$ cat src/fcpc_pkg.sv
// ----------------------------------------------------------------------------
// Frame change pixel counter package
// Shared widths, register codes, reset values, types and the saturating
// increment used by the counters.
// ----------------------------------------------------------------------------
package fcpc_pkg;

  localparam int unsigned PIX_W      = 8;
  localparam int unsigned CNT_W      = 23;
  localparam int unsigned CFG_IDX_W  = 2;
  localparam int unsigned MAX_PIXELS = 4194304;

  localparam logic [CNT_W-1:0] CNT_CAP =
      (MAX_PIXELS > ((2 ** CNT_W) - 1)) ? {CNT_W{1'b1}} : CNT_W'(MAX_PIXELS);

  localparam int unsigned PROD_W    = 17;
  localparam int unsigned PCT_SCALE = 100;

  localparam logic [PIX_W-1:0] PCT_RESET   = 8'd20;
  localparam logic [PIX_W-1:0] LEVEL_RESET = 8'd16;
  localparam logic [PIX_W-1:0] STEP_RESET  = 8'd8;
  localparam logic [CNT_W-1:0] AREA_RESET  = 23'd1000;

  typedef enum logic [CFG_IDX_W-1:0] {
    CFG_PCT       = 2'd0,
    CFG_LOW_LEVEL = 2'd1,
    CFG_STEP      = 2'd2,
    CFG_AREA      = 2'd3
  } cfg_idx_e;

  typedef struct packed {
    logic [PIX_W-1:0] pct_threshold;
    logic [PIX_W-1:0] low_level;
    logic [PIX_W-1:0] low_step_limit;
    logic [CNT_W-1:0] area_limit;
  } cfg_t;

  typedef struct packed {
    logic hit_low;
    logic hit_high;
    logic last;
  } pix_res_t;

  function automatic logic [CNT_W-1:0] sat_inc(input logic [CNT_W-1:0] v);
    return (v >= CNT_CAP) ? CNT_CAP : v + CNT_W'(1);
  endfunction

endpackage

$ cat src/fcpc_cfg_regs.sv
// ----------------------------------------------------------------------------
// Frame change pixel counter configuration registers
// Holds the four thresholds; writes to an unknown index are ignored.
// ----------------------------------------------------------------------------
module fcpc_cfg_regs (
  input  logic                           clk_i,
  input  logic                           rst_ni,
  input  logic                           cfg_we_i,
  input  logic [fcpc_pkg::CFG_IDX_W-1:0] cfg_idx_i,
  input  logic [fcpc_pkg::CNT_W-1:0]     cfg_data_i,
  output fcpc_pkg::cfg_t                 cfg_o
);
  import fcpc_pkg::*;

  cfg_t cfg_q, cfg_d;

  always_comb begin
    cfg_d = cfg_q;
    if (cfg_we_i) begin
      unique case (cfg_idx_e'(cfg_idx_i))
        CFG_PCT:       cfg_d.pct_threshold  = cfg_data_i[PIX_W-1:0];
        CFG_LOW_LEVEL: cfg_d.low_level      = cfg_data_i[PIX_W-1:0];
        CFG_STEP:      cfg_d.low_step_limit = cfg_data_i[PIX_W-1:0];
        CFG_AREA:      cfg_d.area_limit     = cfg_data_i;
        default:       cfg_d = cfg_q;
      endcase
    end
  end

  always_ff @(posedge clk_i or negedge rst_ni) begin
    if (!rst_ni) begin
      cfg_q.pct_threshold  <= PCT_RESET;
      cfg_q.low_level      <= LEVEL_RESET;
      cfg_q.low_step_limit <= STEP_RESET;
      cfg_q.area_limit     <= AREA_RESET;
    end else begin
      cfg_q <= cfg_d;
    end
  end

  assign cfg_o = cfg_q;

endmodule

$ cat src/fcpc_classify.sv
// ----------------------------------------------------------------------------
// Frame change pixel counter pair classifier
// Decides whether one registered pixel pair is a dark or a bright change.
// ----------------------------------------------------------------------------
module fcpc_classify (
  input  logic [fcpc_pkg::PIX_W-1:0] prev_pixel_i,
  input  logic [fcpc_pkg::PIX_W-1:0] curr_pixel_i,
  input  logic                       last_pixel_i,
  input  fcpc_pkg::cfg_t             cfg_i,
  output fcpc_pkg::pix_res_t         res_o
);
  import fcpc_pkg::*;

  logic [PROD_W-1:0] curr_scaled;
  logic [PROD_W-1:0] upper_bound;
  logic [PROD_W-1:0] lower_bound;
  logic              pct_small;
  logic              bright;
  logic              bright_up, bright_down;
  logic [PIX_W:0]    dark_upper;
  logic              dark_up, dark_down;

  always_comb begin
    curr_scaled = PROD_W'(curr_pixel_i) * PROD_W'(PCT_SCALE);
    upper_bound = PROD_W'(prev_pixel_i) *
                  (PROD_W'(PCT_SCALE) + PROD_W'(cfg_i.pct_threshold));
    pct_small   = cfg_i.pct_threshold <= PIX_W'(PCT_SCALE);
    lower_bound = PROD_W'(prev_pixel_i) *
                  (PROD_W'(PCT_SCALE) - PROD_W'(cfg_i.pct_threshold));
    bright_up   = curr_scaled > upper_bound;
    bright_down = pct_small && (curr_scaled < lower_bound);

    dark_upper  = {1'b0, prev_pixel_i} + {1'b0, cfg_i.low_step_limit};
    dark_up     = {1'b0, curr_pixel_i} > dark_upper;
    dark_down   = (prev_pixel_i >= cfg_i.low_step_limit) &&
                  (curr_pixel_i < (prev_pixel_i - cfg_i.low_step_limit));

    bright = (curr_pixel_i > cfg_i.low_level) || (prev_pixel_i > cfg_i.low_level);

    res_o.hit_high = bright && (bright_up || bright_down);
    res_o.hit_low  = !bright && (dark_up || dark_down);
    res_o.last     = last_pixel_i;
  end

endmodule

$ cat src/fcpc_count.sv
// ----------------------------------------------------------------------------
// Frame change pixel counter accumulator and report register
// Counts dark and bright changes and registers the frame report.
// ----------------------------------------------------------------------------
module fcpc_count (
  input  logic                       clk_i,
  input  logic                       rst_ni,
  input  logic                       adv_i,
  input  fcpc_pkg::pix_res_t         res_i,
  input  logic [fcpc_pkg::CNT_W-1:0] area_limit_i,
  output logic                       slot_free_o,
  output logic                       out_valid_o,
  input  logic                       out_stall_i,
  output logic                       over_limit_o,
  output logic [fcpc_pkg::CNT_W-1:0] changed_count_o,
  output logic [fcpc_pkg::CNT_W-1:0] low_changed_o,
  output logic [fcpc_pkg::CNT_W-1:0] high_changed_o
);
  import fcpc_pkg::*;

  logic [CNT_W-1:0] low_q, low_d, high_q, high_d;
  logic [CNT_W-1:0] low_inc, high_inc;
  logic [CNT_W:0]   sum;
  logic [CNT_W-1:0] total;
  logic             report;
  logic             out_valid_q, out_valid_d;
  logic             over_q;
  logic [CNT_W-1:0] total_q, low_out_q, high_out_q;

  always_comb begin
    low_inc  = res_i.hit_low  ? sat_inc(low_q)  : low_q;
    high_inc = res_i.hit_high ? sat_inc(high_q) : high_q;
    sum      = {1'b0, low_inc} + {1'b0, high_inc};
    total    = (sum > {1'b0, CNT_CAP}) ? CNT_CAP : sum[CNT_W-1:0];
    report   = adv_i && res_i.last;

    low_d  = low_q;
    high_d = high_q;
    if (adv_i) begin
      low_d  = res_i.last ? '0 : low_inc;
      high_d = res_i.last ? '0 : high_inc;
    end

    slot_free_o = !out_valid_q || !out_stall_i;
    out_valid_d = report || (out_valid_q && out_stall_i);
  end

  always_ff @(posedge clk_i or negedge rst_ni) begin
    if (!rst_ni) begin
      low_q       <= '0;
      high_q      <= '0;
      out_valid_q <= 1'b0;
    end else begin
      low_q       <= low_d;
      high_q      <= high_d;
      out_valid_q <= out_valid_d;
    end
  end

  always_ff @(posedge clk_i) begin
    if (report) begin
      over_q     <= total > area_limit_i;
      total_q    <= total;
      low_out_q  <= low_inc;
      high_out_q <= high_inc;
    end
  end

  assign out_valid_o     = out_valid_q;
  assign over_limit_o    = over_q;
  assign changed_count_o = total_q;
  assign low_changed_o   = low_out_q;
  assign high_changed_o  = high_out_q;

endmodule

$ cat src/frame_change_pixel_counter.sv
// ----------------------------------------------------------------------------
// Frame change pixel counter
// Counts changed pixel pairs per frame and reports the counts at frame end.
// ----------------------------------------------------------------------------
// The block takes one pixel pair per clock while in_stall_o is low. A pair
// is registered at the input, classified by short logic and counted when it
// leaves that register. The frame report is registered at that same edge, so
// out_valid_o rises as the frame's last pair leaves the input register. Input
// stall rises only when the last pair of a frame waits behind a report that
// the downstream side has not yet taken; all other pairs flow without pause.
module frame_change_pixel_counter (
  input  logic                           clk_i,
  input  logic                           rst_ni,
  input  logic                           cfg_we_i,
  input  logic [fcpc_pkg::CFG_IDX_W-1:0] cfg_idx_i,
  input  logic [fcpc_pkg::CNT_W-1:0]     cfg_data_i,
  input  logic                           in_valid_i,
  output logic                           in_stall_o,
  input  logic [fcpc_pkg::PIX_W-1:0]     prev_pixel_i,
  input  logic [fcpc_pkg::PIX_W-1:0]     curr_pixel_i,
  input  logic                           last_pixel_i,
  output logic                           out_valid_o,
  input  logic                           out_stall_i,
  output logic                           over_limit_o,
  output logic [fcpc_pkg::CNT_W-1:0]     changed_count_o,
  output logic [fcpc_pkg::CNT_W-1:0]     low_changed_o,
  output logic [fcpc_pkg::CNT_W-1:0]     high_changed_o
);
  import fcpc_pkg::*;

  cfg_t             cfg;
  pix_res_t         res;
  logic             s1_valid_q, s1_valid_d;
  logic [PIX_W-1:0] prev_q, curr_q;
  logic             last_q;
  logic             slot_free;
  logic             adv;
  logic             accept;

  fcpc_cfg_regs u_cfg (
    .clk_i      (clk_i),
    .rst_ni     (rst_ni),
    .cfg_we_i   (cfg_we_i),
    .cfg_idx_i  (cfg_idx_i),
    .cfg_data_i (cfg_data_i),
    .cfg_o      (cfg)
  );

  always_comb begin
    adv        = s1_valid_q && (!last_q || slot_free);
    in_stall_o = s1_valid_q && !adv;
    accept     = in_valid_i && !in_stall_o;
    s1_valid_d = accept || (s1_valid_q && !adv);
  end

  always_ff @(posedge clk_i or negedge rst_ni) begin
    if (!rst_ni) begin
      s1_valid_q <= 1'b0;
    end else begin
      s1_valid_q <= s1_valid_d;
    end
  end

  always_ff @(posedge clk_i) begin
    if (accept) begin
      prev_q <= prev_pixel_i;
      curr_q <= curr_pixel_i;
      last_q <= last_pixel_i;
    end
  end

  fcpc_classify u_classify (
    .prev_pixel_i (prev_q),
    .curr_pixel_i (curr_q),
    .last_pixel_i (last_q),
    .cfg_i        (cfg),
    .res_o        (res)
  );

  fcpc_count u_count (
    .clk_i           (clk_i),
    .rst_ni          (rst_ni),
    .adv_i           (adv),
    .res_i           (res),
    .area_limit_i    (cfg.area_limit),
    .slot_free_o     (slot_free),
    .out_valid_o     (out_valid_o),
    .out_stall_i     (out_stall_i),
    .over_limit_o    (over_limit_o),
    .changed_count_o (changed_count_o),
    .low_changed_o   (low_changed_o),
    .high_changed_o  (high_changed_o)
  );

endmodule

$ cat config.mk
export PLATFORM = sky130hd
export DESIGN_NAME = frame_change_pixel_counter
export DESIGN_NICKNAME = d
export VERILOG_FILES = /design/src/fcpc_pkg.sv /design/src/fcpc_cfg_regs.sv /design/src/fcpc_classify.sv /design/src/fcpc_count.sv /design/src/frame_change_pixel_counter.sv
export SDC_FILE = /design/constraint.sdc
export NUM_CORES = 1
export LEC_CHECK = 0
export BUFFER_PORTS_ARGS = -buffer_cell sky130_fd_sc_hd__buf_2
export CAP_MARGIN = 10
export CORE_MARGIN = 2
export CORE_UTILIZATION = 62
export CTS_BUF_LIST = sky130_fd_sc_hd__clkbuf_4 sky130_fd_sc_hd__clkbuf_8
export CTS_CLUSTER_DIAMETER = 50
export CTS_CLUSTER_SIZE = 10
export DETAILED_ROUTE_END_ITERATION = 16
export GPL_ROUTABILITY_DRIVEN = 0
export MAX_ROUTING_LAYER = met4
export PLACE_DENSITY = 0.82
export SLEW_MARGIN = 25
export SYNTH_ARGS = -nofsm -noshare
export SYNTH_HDL_FRONTEND = slang
export SYNTH_HIERARCHICAL = 1
export SYNTH_SLANG_ARGS = --single-unit
$ cat constraint.sdc
create_clock -name clk_i -period 16.5 [get_ports clk_i]
set_input_delay 1.65 -clock clk_i [delete_from_list [all_inputs] [get_ports clk_i]]
set_output_delay 1.65 -clock clk_i [all_outputs]
set_load 0.01 [all_outputs]
==> impl_metrics.json <==
{
  "overflow": 0,
  "synth_cell_types": 92,
  "drt_first_pass_iters": 7,
  "outcome": "finished clean",
  "worstMarginPinSlew_ns": 1.10,
  "syn_area_per_cell_um2": 9.68,
  "drv_cap": 0,
  "fp.dieW_um": 169,
  "synth-edff-count": 87,
  "final_util_pct": 67.8,
  "postCtsSetupRepairBufs": 0,
  "fin_tns_setup_ns": 0,
  "row_count": 60,
  "first_global_vias": 13120,
  "place_area_um2": 17800,
  "dp_hpwl_um": 33200,
  "slew_headroom_pct": 26.1,
  "ys_async_sr_fraction_pct": 52.2,
  "track_usage_pct": 31.8,
  "hp-class": "register to register",
  "layout_common_cells": "inv_1 (269), ha_1 (231), nand2_1 (127)",
  "setup_viol_count_final": 0,
  "drive_gt1_share_pct": 13.3,
  "initial_core_util_pct": 63.0,
  "clock-sinks": 182,
  "clock_latency_ns": 0.48,
  "core_um2": 26800,
  "yosysSeqAreaShare_pct": 29.6,
  "critPathKind": "register to register",
  "cts_hold_buf": 0,
  "arrival_ns": 14.35,
  "p_leak_nw": 8.74,
  "num_vias": 13452,
  "netlist_area_um2": 16900,
  "cp_max_fo": 24,
  "setup_slack_ns": 2.39,
  "start_kind": "register",
  "finalCritPeriodShare_pct": 85.5,
  "min_to": "u_cfg/cfg_o[36]",
  "drtIter0Drc": 1334,
  "period_minus_slack_ns": 14.11,
  "area_growth_pct": 7.76,
  "critPathRequiredTime_ns": 16.74,
  "die_area_um2": 28500,
  "yosysTopAreaCellShare_pct": 17.1,
  "slew_violations": 0,
  "grt_setup_unrepaired": "no",
  "grt_antenna_before_repair": 0,
  "cts_resized": 0,
  "ir_drop_mv": 0.222,
  "max_freq_mhz": 70.8,
  "dp_slack_ns": 2.74,
  "r2r_start": "u_cfg/cfg_o[41]",
  "whs_path_depth": 1,
  "rr_worst_depth": 53,
  "num_antenna_cells": 0,
  "vias_per_cell": 6.13,
  "fin_worst_skew_ns": 0.0249,
  "synthFlopType": "edfxtp_1",
  "r2r_slack_ns": 2.39,
  "syn_inst": 1743,
  "end_kind": "register",
  "cp_slowest_cell": "a211oi_4",
  "p_total_mw": 3.98,
  "grt_pass1_wl_um": 68900,
  "ant_nets": 0,
  "power_density_nw_per_um2": 219,
  "clockBufferDepth": 2,
  "cpPeakStageDelay_ns": 0.69,
  "syn-num-nets": 2111,
  "synth_area_leaders": "ha_1 (17%), edfxtp_1 (15%), dfrtp_1 (13%)",
  "wl_um": 43300,
  "synth_warnings": 6,
  "io_buffers": 118,
  "layout_commonest_cell": "inv_1",
  "cts_tree": "done",
  "route.detailed.drc": 0,
  "r2r_end": "u_count/over_limit_o",
  "htreeDepth": 4,
  "detail_route.wl_per_cell_um": 19.7,
  "cts_root_buf": "clkbuf_8",
  "stdcell_area_um2": 18200,
  "ys_seq_elements": 182,
  "pin_count": 119,
  "clk_pin_slew_worst_paths_ns": 0.13,
  "die_y_um": 169,
  "hold_path_startpoint": "u_cfg/cfg_o[36]",
  "nNetsFinal": 2209,
  "cts_made_buffers": 17,
  "synth_area_leader_cell": "ha_1",
  "grt_max_degree": 62,
  "finalHoldViolCount": 0
}
[cells in the mapped netlist (all sizes together), types with 13 or more instances]
library cell and count:
inv 270, ha 231, nand2 127, nor2 101, fa 90, edfxtp 87, dfrtp 85, xnor2 73
a21oi 64, o21ai 53, mux2 48, nor2b 45, nor3 43, and2 38, clkbuf 35, nand3 33
xor2 31, o22ai 21, nand4 20, o32ai 20, a21o 19, nand2b 18, o21a 15, buf 14
mux2i 13
[registers in the layout (all words and copies together), names as in the netlist, 8 cells and up]
| signal | cells |
|---|---|
| curr_q | 8 |
| prev_q | 8 |
| u_cfg/cfg_o | 47 |
| u_count/changed_count_o | 23 |
| u_count/high_changed_o | 23 |
| u_count/high_q | 23 |
| u_count/low_changed_o | 23 |
| u_count/low_q | 23 |
[cell type report]
class / count / area (um2)
multi-input combinational: 1242 / 10600
fill: 1982 / 8620
sequential: 182 / 5000
inverter: 270 / 1010
timing repair buffer: 128 / 668
tap: 341 / 427
clock buffer: 17 / 234
clock inverter: 15 / 191
[how the worst max path moves through the flow]
stage	startpoint	end	slack, ns	depth (start not counted)
after CTS	u_cfg/cfg_o[41]	u_count/over_limit_o	2.71	53
after detailed placement	u_cfg/cfg_o[41]	u_count/over_limit_o	2.74	53
after global routing	u_cfg/cfg_o[39]	u_count/over_limit_o	1.62	53
after floorplan	u_cfg/cfg_o[41]	u_count/over_limit_o	4.85	54
final	u_cfg/cfg_o[41]	u_count/over_limit_o	2.39	53
after global placement	u_cfg/cfg_o[41]	u_count/over_limit_o	3.44	53
[metrics by stage]
step	cells	hold slack, ns
2_1_floorplan	1743	0.464
3_3_place_gp	2163	0.489
3_5_place_dp	2163	0.494
4_1_cts	2195	0.526
5_1_grt	2195	0.542
6_report	2195	0.520
[routing by layer]
layer	GRT usage (%)	wire length, um	up-vias
li1	-	-	6153
met5	-	0	-
met3	4.98	4000	112
met4	11.2	1440	0
met2	47.2	19200	674
met1	44.5	18700	6513
[power by group]
group | switching, mW | leakage (nW) | internal [mW]
Combinational | 1.80 | 6.48 | 1.29
Clock | 0.201 | 0.211 | 0.119
Sequential | 0.0424 | 2.05 | 0.531
Total | 2.04 | 8.74 | 1.94
[kinds of logic after synthesis]
group           after synthesis  share of synthesized area (%)
compound gates              279                           11.6
mux                          61                           4.00
simple gates                475                           14.1
xor+xnor                    104                           5.40
flops                       182                           29.6
buf+inv                     319                           7.33
fa+ha+maj                   323                           27.9
[critical path: cells and delay by family (launching register included)]
kind | cells | cell delay (ns)
AOI/OAI and AO/OA | 23 | 5.21
adders and majority gates | 10 | 4.07
and+or+nand+nor | 13 | 2.60
xor gates and xnor gates | 3 | 1.03
DFF | 1 | 0.68
buffers and inverters | 4 | 0.26
Note: power is estimated with default switching activity, not from simulation.
